### src/hdl/rhps_pkg.sv
// shared constants and types for the rolling hash pattern search block
// no dependencies
`timescale 1ns / 1ps
`default_nettype none

package rhps_pkg;

  localparam int PAT_DEPTH = 32;
  localparam int PTR_W     = $clog2(PAT_DEPTH);
  localparam int LEN_W     = PTR_W + 1;
  localparam int BYTE_W    = 8;
  localparam int HASH_W    = 7;
  localparam int CNT_W     = 24;

  localparam logic [HASH_W-1:0] HASH_BASE = 7'd101;
  localparam logic [HASH_W-1:0] HASH_ONE  = 7'd1;
  localparam logic [CNT_W-1:0]  CNT_MAX   = {CNT_W{1'b1}};
  localparam logic [LEN_W-1:0]  LEN_FULL  = LEN_W'(PAT_DEPTH);

  localparam logic ACT_PATTERN = 1'b0;
  localparam logic ACT_TEXT    = 1'b1;

  typedef enum logic [4:0] {
    S_IDLE = 5'b00001,
    S_HASH = 5'b00010,
    S_PUSH = 5'b00100,
    S_CMP  = 5'b01000,
    S_DONE = 5'b10000
  } state_t;

endpackage

`default_nettype wire

### src/hdl/rolling_hash_pattern_search.sv
// rolling hash (rabin-karp) pattern search, top level
// depends on rhps_pkg and rhps_ram
//
// usage:
//   in channel: tuser = action (0 pattern byte, 1 text byte),
//   tdata = char_value and first flag; first restarts pattern or text.
//   out channel: tdata = 1-based start position of a verified match.
//   pattern bytes and text bytes with no pattern are handled in idle.
//   other text bytes then pass the hash and push states: read the leaving
//   window byte from the ring memory, remove its hash term, push the new byte.
//   on a hash hit the window is checked against the pattern store, one
//   byte per cycle through both memory read ports, stopping at the first
//   mismatch; a full match then goes to the done state to post the result.
//   a result sits in the output register until taken; a further match
//   waits in the done state while the receiver stalls, holding off new items.
//   reset clears the pattern length, hashes, text position and ring
//   pointer; the memories are not cleared and need no clearing pass.
`timescale 1ns / 1ps
`default_nettype none

module rolling_hash_pattern_search
  import rhps_pkg::*;
(
  input  wire logic        clk,
  input  wire logic        rst_n,
  input  wire logic        in_tvalid,
  output logic             in_tready,
  input  wire logic [15:0] in_tdata,   // char_value[7:0], first[8], zero
  input  wire logic        in_tuser,   // action
  output logic             out_tvalid,
  input  wire logic        out_tready,
  output logic      [23:0] out_tdata   // match_position[23:0]
);

  state_t             state_r, state_nxt;
  logic [LEN_W-1:0]   len_r, len_nxt;
  logic [HASH_W-1:0]  ph_r, ph_nxt;
  logic [HASH_W-1:0]  wh_r, wh_nxt;
  logic [HASH_W-1:0]  lp_r, lp_nxt;
  logic [CNT_W-1:0]   cnt_r, cnt_nxt;
  logic [PTR_W-1:0]   rp_r, rp_nxt;
  logic [BYTE_W-1:0]  c_r, c_nxt;
  logic [HASH_W-1:0]  t_r, t_nxt;
  logic [PTR_W-1:0]   slot_r, slot_nxt;
  logic [LEN_W-1:0]   iss_r, iss_nxt;
  logic               chk_r, chk_nxt;
  logic               out_valid_r, out_valid_nxt;
  logic [CNT_W-1:0]   out_pos_r, out_pos_nxt;

  logic               accept;
  logic [BYTE_W-1:0]  in_char;
  logic               in_first;

  logic               pat_we;
  logic [PTR_W-1:0]   pat_waddr;
  logic [PTR_W-1:0]   pat_raddr;
  logic [BYTE_W-1:0]  pat_rd;
  logic               ring_we;
  logic [PTR_W-1:0]   ring_raddr;
  logic [BYTE_W-1:0]  ring_rd;

  logic [LEN_W-1:0]   len_base;
  logic [HASH_W-1:0]  ph_base;
  logic [HASH_W-1:0]  lp_base;
  logic [13:0]        ph_prod;
  logic [13:0]        lp_prod;
  logic [14:0]        lead_prod;
  logic [13:0]        push_prod;
  logic [HASH_W-1:0]  wh_push;
  logic [PTR_W-1:0]   rp_eff;
  logic [PTR_W-1:0]   rp_inc;
  logic [PTR_W-1:0]   slot_inc;
  logic               cnt_full;
  logic               fire_out;

  assign in_char  = in_tdata[7:0];
  assign in_first = in_tdata[8];
  assign accept   = in_tvalid && in_tready;

  assign in_tready  = (state_r == S_IDLE);
  assign out_tvalid = out_valid_r;
  assign out_tdata  = out_pos_r;

  rhps_ram u_pat_ram (
    .clk   (clk),
    .we    (pat_we),
    .waddr (pat_waddr),
    .wdata (in_char),
    .raddr (pat_raddr),
    .rdata (pat_rd)
  );

  rhps_ram u_ring_ram (
    .clk   (clk),
    .we    (ring_we),
    .waddr (rp_r),
    .wdata (c_r),
    .raddr (ring_raddr),
    .rdata (ring_rd)
  );

  // pattern side arithmetic
  assign len_base  = in_first ? '0 : len_r;
  assign ph_base   = in_first ? '0 : ph_r;
  assign lp_base   = in_first ? HASH_ONE : lp_r;
  assign ph_prod   = ph_base * HASH_BASE;
  assign lp_prod   = lp_base * HASH_BASE;
  assign pat_waddr = len_base[PTR_W-1:0];
  assign pat_we    = accept && (in_tuser == ACT_PATTERN) && (len_base < LEN_FULL);
  assign pat_raddr = iss_r[PTR_W-1:0];

  // text side arithmetic
  assign rp_eff     = (in_first || ({1'b0, rp_r} >= len_r)) ? '0 : rp_r;
  assign ring_raddr = (state_r == S_CMP) ? slot_r : rp_eff;
  assign ring_we    = (state_r == S_HASH);
  assign lead_prod  = ring_rd * lp_r;
  assign push_prod  = t_r * HASH_BASE;
  assign wh_push    = push_prod[HASH_W-1:0] + c_r[HASH_W-1:0];
  assign rp_inc     = (({1'b0, rp_r} + LEN_W'(1)) >= len_r) ? '0 : rp_r + PTR_W'(1);
  assign slot_inc   = (({1'b0, slot_r} + LEN_W'(1)) >= len_r) ? '0 : slot_r + PTR_W'(1);
  assign cnt_full   = (cnt_r == CNT_MAX);
  assign fire_out   = !out_valid_r || out_tready;

  always_comb begin
    state_nxt     = state_r;
    len_nxt       = len_r;
    ph_nxt        = ph_r;
    wh_nxt        = wh_r;
    lp_nxt        = lp_r;
    cnt_nxt       = cnt_r;
    rp_nxt        = rp_r;
    c_nxt         = c_r;
    t_nxt         = t_r;
    slot_nxt      = slot_r;
    iss_nxt       = iss_r;
    chk_nxt       = 1'b0;
    out_valid_nxt = out_valid_r && !out_tready;
    out_pos_nxt   = out_pos_r;
    case (state_r)
      S_IDLE: begin
        if (accept) begin
          c_nxt = in_char;
          if (in_tuser == ACT_PATTERN) begin
            len_nxt = len_base;
            ph_nxt  = ph_base;
            lp_nxt  = lp_base;
            cnt_nxt = '0;
            wh_nxt  = '0;
            rp_nxt  = '0;
            if (len_base < LEN_FULL) begin
              if (len_base != '0) begin
                lp_nxt = lp_prod[HASH_W-1:0];
              end
              ph_nxt  = ph_prod[HASH_W-1:0] + in_char[HASH_W-1:0];
              len_nxt = len_base + LEN_W'(1);
            end
          end else begin
            if (in_first) begin
              cnt_nxt = '0;
              wh_nxt  = '0;
            end
            if (len_r == '0) begin
              if (in_first) begin
                cnt_nxt = CNT_W'(1);
              end else if (!cnt_full) begin
                cnt_nxt = cnt_r + CNT_W'(1);
              end
              rp_nxt = in_first ? '0 : rp_r;
            end else begin
              rp_nxt    = rp_eff;
              state_nxt = S_HASH;
            end
          end
        end
      end
      S_HASH: begin
        // ring_rd holds the byte leaving the window
        if (cnt_r < CNT_W'(len_r)) begin
          t_nxt = wh_r;
        end else begin
          t_nxt = wh_r - lead_prod[HASH_W-1:0];
        end
        rp_nxt = rp_inc;
        if (!cnt_full) begin
          cnt_nxt = cnt_r + CNT_W'(1);
        end
        state_nxt = S_PUSH;
      end
      S_PUSH: begin
        wh_nxt = wh_push;
        if ((cnt_r >= CNT_W'(len_r)) && (wh_push == ph_r)) begin
          slot_nxt  = rp_r;
          iss_nxt   = '0;
          state_nxt = S_CMP;
        end else begin
          state_nxt = S_IDLE;
        end
      end
      S_CMP: begin
        if (iss_r < len_r) begin
          iss_nxt  = iss_r + LEN_W'(1);
          slot_nxt = slot_inc;
          chk_nxt  = 1'b1;
        end
        if (chk_r) begin
          if (ring_rd != pat_rd) begin
            chk_nxt   = 1'b0;
            state_nxt = S_IDLE;
          end else if (iss_r == len_r) begin
            state_nxt = S_DONE;
          end
        end
      end
      S_DONE: begin
        if (fire_out) begin
          out_valid_nxt = 1'b1;
          out_pos_nxt   = cnt_r - CNT_W'(len_r) + CNT_W'(1);
          state_nxt     = S_IDLE;
        end
      end
      default: begin
        state_nxt = S_IDLE;
      end
    endcase
  end

  always_ff @(posedge clk) begin
    if (!rst_n) begin
      state_r     <= S_IDLE;
      len_r       <= '0;
      ph_r        <= '0;
      wh_r        <= '0;
      lp_r        <= HASH_ONE;
      cnt_r       <= '0;
      rp_r        <= '0;
      chk_r       <= 1'b0;
      out_valid_r <= 1'b0;
    end else begin
      state_r     <= state_nxt;
      len_r       <= len_nxt;
      ph_r        <= ph_nxt;
      wh_r        <= wh_nxt;
      lp_r        <= lp_nxt;
      cnt_r       <= cnt_nxt;
      rp_r        <= rp_nxt;
      chk_r       <= chk_nxt;
      out_valid_r <= out_valid_nxt;
    end
  end

  always_ff @(posedge clk) begin
    c_r       <= c_nxt;
    t_r       <= t_nxt;
    slot_r    <= slot_nxt;
    iss_r     <= iss_nxt;
    out_pos_r <= out_pos_nxt;
  end

endmodule

`default_nettype wire

### src/hdl/rhps_ram.sv
// byte store with one write port and one registered read port
// depends on rhps_pkg
`timescale 1ns / 1ps
`default_nettype none

module rhps_ram
  import rhps_pkg::*;
(
  input  wire logic              clk,
  input  wire logic              we,
  input  wire logic [PTR_W-1:0]  waddr,
  input  wire logic [BYTE_W-1:0] wdata,
  input  wire logic [PTR_W-1:0]  raddr,
  output logic      [BYTE_W-1:0] rdata
);

  logic [BYTE_W-1:0] mem [PAT_DEPTH];

  always_ff @(posedge clk) begin
    if (we) begin
      mem[waddr] <= wdata;
    end
  end

  always_ff @(posedge clk) begin
    rdata <= mem[raddr];
  end

endmodule

`default_nettype wire
### config.mk
export PLATFORM = sky130hd
export DESIGN_NAME = rolling_hash_pattern_search
export DESIGN_NICKNAME = d
export VERILOG_FILES = /design/src/hdl/rhps_pkg.sv /design/src/hdl/rolling_hash_pattern_search.sv /design/src/hdl/rhps_ram.sv
export SDC_FILE = /design/constraint.sdc
export NUM_CORES = 1
export LEC_CHECK = 0
export BUFFER_PORTS_ARGS = -buffer_cell sky130_fd_sc_hd__buf_2
export CAP_MARGIN = 20
export CORE_UTILIZATION = 40
export CTS_BUF_LIST = sky130_fd_sc_hd__clkbuf_8
export CTS_CLUSTER_DIAMETER = 60
export DETAILED_ROUTE_END_ITERATION = 12
export PLACE_DENSITY = 0.66
export SYNTH_ARGS = -nofsm -noshare
export SYNTH_HDL_FRONTEND = slang
export SYNTH_SLANG_ARGS = --single-unit
### constraint.sdc
create_clock -name clk -period 5 [get_ports clk]
set_input_delay 0 -clock clk [delete_from_list [all_inputs] [get_ports clk]]
set_output_delay 0 -clock clk [all_outputs]
set_load 0.1 [all_outputs]
==> metrics.yaml <==
final_common_cell: "edfxtp_1"
diodes: 0
finalHoldViolations: 0
synth_compound_area_share_pct: 7.565
synthMuxAreaShare_pct: 9.519
critical_path.cell_chain: "ha_1, ha_1, ha_1, inv_1, fa_1, inv_1, ha_1, a21o_1, a21oi_1, xnor2_1, xnor2_1, xnor2_1, o2111ai_1, nand2_1"
wl_um: 68180
setup_tns_ns: 0
cts_num_sinks: 641
synth-xor-area-share_pct: 2.736
cp-end-kind: "flop"
synth_top_family_by_area: "multiplexers"
ys_ff_latch: 641
core_area_mm2: 0.07445
die_y_um: 276.3
synth_enable_flop_cells: 562
fin_util_pct: 45.05
die_w_um: 276.3
syn_nets: 2357
ctsLongestPathBuffers: 3
top_level_ports: 47
detailed_place_hpwl_um: 45250
cts.clk_slew.worst_paths_ns: 0.06
regArea_mm2: 0.01846
setup_viol: 0
final_cell_mix: "edfxtp_1, inv_1, ha_1"
r2r_slack_ns: 0.89
synth.distinct_cells: 68
grt_pass1_wl_um: 106300
syn_area_mm2: 0.03009
rsz0062_at_grt: "false"
relSlewSlack_pct: 24.70
ir_drop_mv: 0.2499
critPathArrivalTime_ns: 4.43
synthFlopType: "edfxtp_1"
cp_data_required_time_ns: 5.32
clk_latency_ns: 0.71
cts_tree: "done"
p_leak_nw: 12.56
place_congestion: 0.8403
antenna_found_initial: 1
async_flop_share_pct: 0
cpMostUsedCell: "ha_1"
grt_overflow: 0
ant_nets: 0
cts_max_level: 3
die-area_mm2: 0.07632
remaining_drc_errors: 0
ys_warn_count: 0
initial_core_util_pct: 40.41
grt_start_max_net_pins: 67
portBuffers: 39
skew_ns: 0.03534
syn_inst: 2155
synth_area_per_cell_um2: 13.96
grt_pass1_vias: 18130
syn_to_final_growth_pct: 11.48
yosys.area_share.simple_pct: 7.673
drive_gt1_share_pct: 14.46
slew_viol_final: 0
p_per_area_mw_per_mm2: 337.9
hold_slack_ns: 0.2478
status: "complete, no violations"
critPathMaxStageDelay_ns: 0.53
first_pass_iters: 5
fmax_mhz: 243.4
wl_per_cell_um: 20.62
setup_slack_ns: 0.8910
dr.first_iter.drc_count: 1595
via_per_inst: 5.438
nets: 2460
cp_slowest_cell: "fa_1"
cts_buffers: 98
finalCriticalPeriod_ns: 4.109
worst_slew_pin_slew_ns: 1.118
pre_cts_ws_ns: 0.9076
rows: 100
multiInputGateArea_mm2: 0.01075
cp-start-kind: "flop"
maxCapViolCount: 0
cts_root_buffer: "clkbuf_8"
fillers: 6548
path_max_fanout: 11
ys_seq_area_share_pct: 61.35
finalCritPeriodShare_pct: 82.18
vias: 17980
track_usage_pct: 17.91
crit_type: "flop to flop"
hold_path.class: "input pin to flop"
synth_fa_ha_area_share_pct: 8.126
logic make-up (layout without fill, tap and decap cells):
group / after synthesis / after routing
AO/OA/AOI/OAI: 339 / 339
XOR/XNOR: 94 / 94
adder cells (fa/ha/maj): 181 / 181
buffers and inverters: 226 / 408
flip-flops: 641 / 641
multiplexers: 184 / 184
AND/OR/NAND/NOR: 490 / 490
critical path, delay by kind of cell (launching register included):
family | cells | cell delay [ns]
AOI/OAI and AO/OA | 3 | 0.58
xor gates and xnor gates | 3 | 0.49
adders and majority gates | 5 | 1.64
buffers and inverters | 2 | 0.09
DFF | 1 | 0.44
and+or+nand+nor | 1 | 0.52
state kept, by name (all words and copies together), names as in the netlist:
register	flops
wh_r	7
c_r	8
t_r	7
len_r	6
slot_r	5
iss_r	6
state_r	5
rp_r	5
u_ring_ram.mem	256
ph_r	7
chk_r	1
u_ring_ram.rdata	8
cnt_r	24
out_tvalid	1
out_tdata	24
u_pat_ram.mem	256
u_pat_ram.rdata	8
lp_r	7
synth_stat cells, types with 8 or more instances:
cell / count / area share (%)
o22ai_1: 22 / 0.46
ha_1: 157 / 6.5
nor2b_1: 27 / 0.56
nand2b_1: 9 / 0.19
mux2_2: 17 / 0.64
edfxtp_1: 562 / 56
inv_1: 138 / 1.7
xnor2_1: 77 / 2.2
o211ai_1: 53 / 1.3
nor2_1: 155 / 1.9
nand2_1: 140 / 1.7
a21oi_1: 85 / 1.4
o21a_1: 8 / 0.20
a21o_1: 11 / 0.27
dfxtp_1: 79 / 5.3
nand3_1: 52 / 0.87
clkbuf_1: 58 / 0.72
and2_1: 16 / 0.33
mux4_2: 80 / 6.0
and3_1: 10 / 0.21
a31oi_1: 22 / 0.46
a22oi_1: 22 / 0.55
nor4_2: 8 / 0.33
nand4_1: 10 / 0.21
nor3_1: 31 / 0.52
a311oi_1: 9 / 0.26
buf_2: 15 / 0.25
o21ai_0: 45 / 0.75
xor2_1: 17 / 0.49
mux2i_1: 87 / 2.9
fa_1: 24 / 1.6
cell type report:
cell class,instances,share of cell area [%]
sequential,641,55.03
multi-input combinational,1288,32.04
clock buffer,111,4.555
tap,969,3.615
timing repair buffer,89,1.843
inverter,140,1.567
clock inverter,68,1.347
timing repair:
item                                   in CTS  in global routing
hold buffers                               14                  0
setup buffers                               0                  0
endpoints found under the hold margin     292                  0
gates resized for setup                     0                  0
per-layer routing:
layer | global-route usage (%) | part of all wire [%] | vias to the layer above
met2 | 29.34 | 48 | 566
met4 | 5.773 | 2.3 | 0
li1 | - | - | 8318
met1 | 24.42 | 44 | 8994
met3 | 2.797 | 5.4 | 99
met5 | 0 | 0 | -
power breakdown:
part | total (W) | internal [W] | switching (W)
logic | 0.000958 | 0.000299 | 0.000659
registers | 0.00604 | 0.00598 | 0.0000509
clock network | 0.00434 | 0.00230 | 0.00204
total | 0.0113 | 0.00858 | 0.00275
worst paths after layout:
path,from,to,depth (start not counted)
max reg2reg,t_r[1],iss_r[0],14
min,in_tdata[4],u_pat_ram.mem[1][4],2
min reg2reg,wh_r[3],wh_r[3],2
max,t_r[1],iss_r[0],14
metrics by stage:
| stage | instance area, µm² | total power (W) | cells |
|---|---|---|---|
| 2_1_floorplan | 30090 | 0.006744 | 2155 |
| 3_3_place_gp | 31420 | 0.007064 | 3113 |
| 3_5_place_dp | 31420 | 0.007092 | 3113 |
| 4_1_cts | 33540 | 0.01143 | 3306 |
| 5_1_grt | 33540 | 0.01175 | 3306 |
| 6_report | 33540 | 0.01133 | 3306 |
Power figures use the tool's default switching activity.
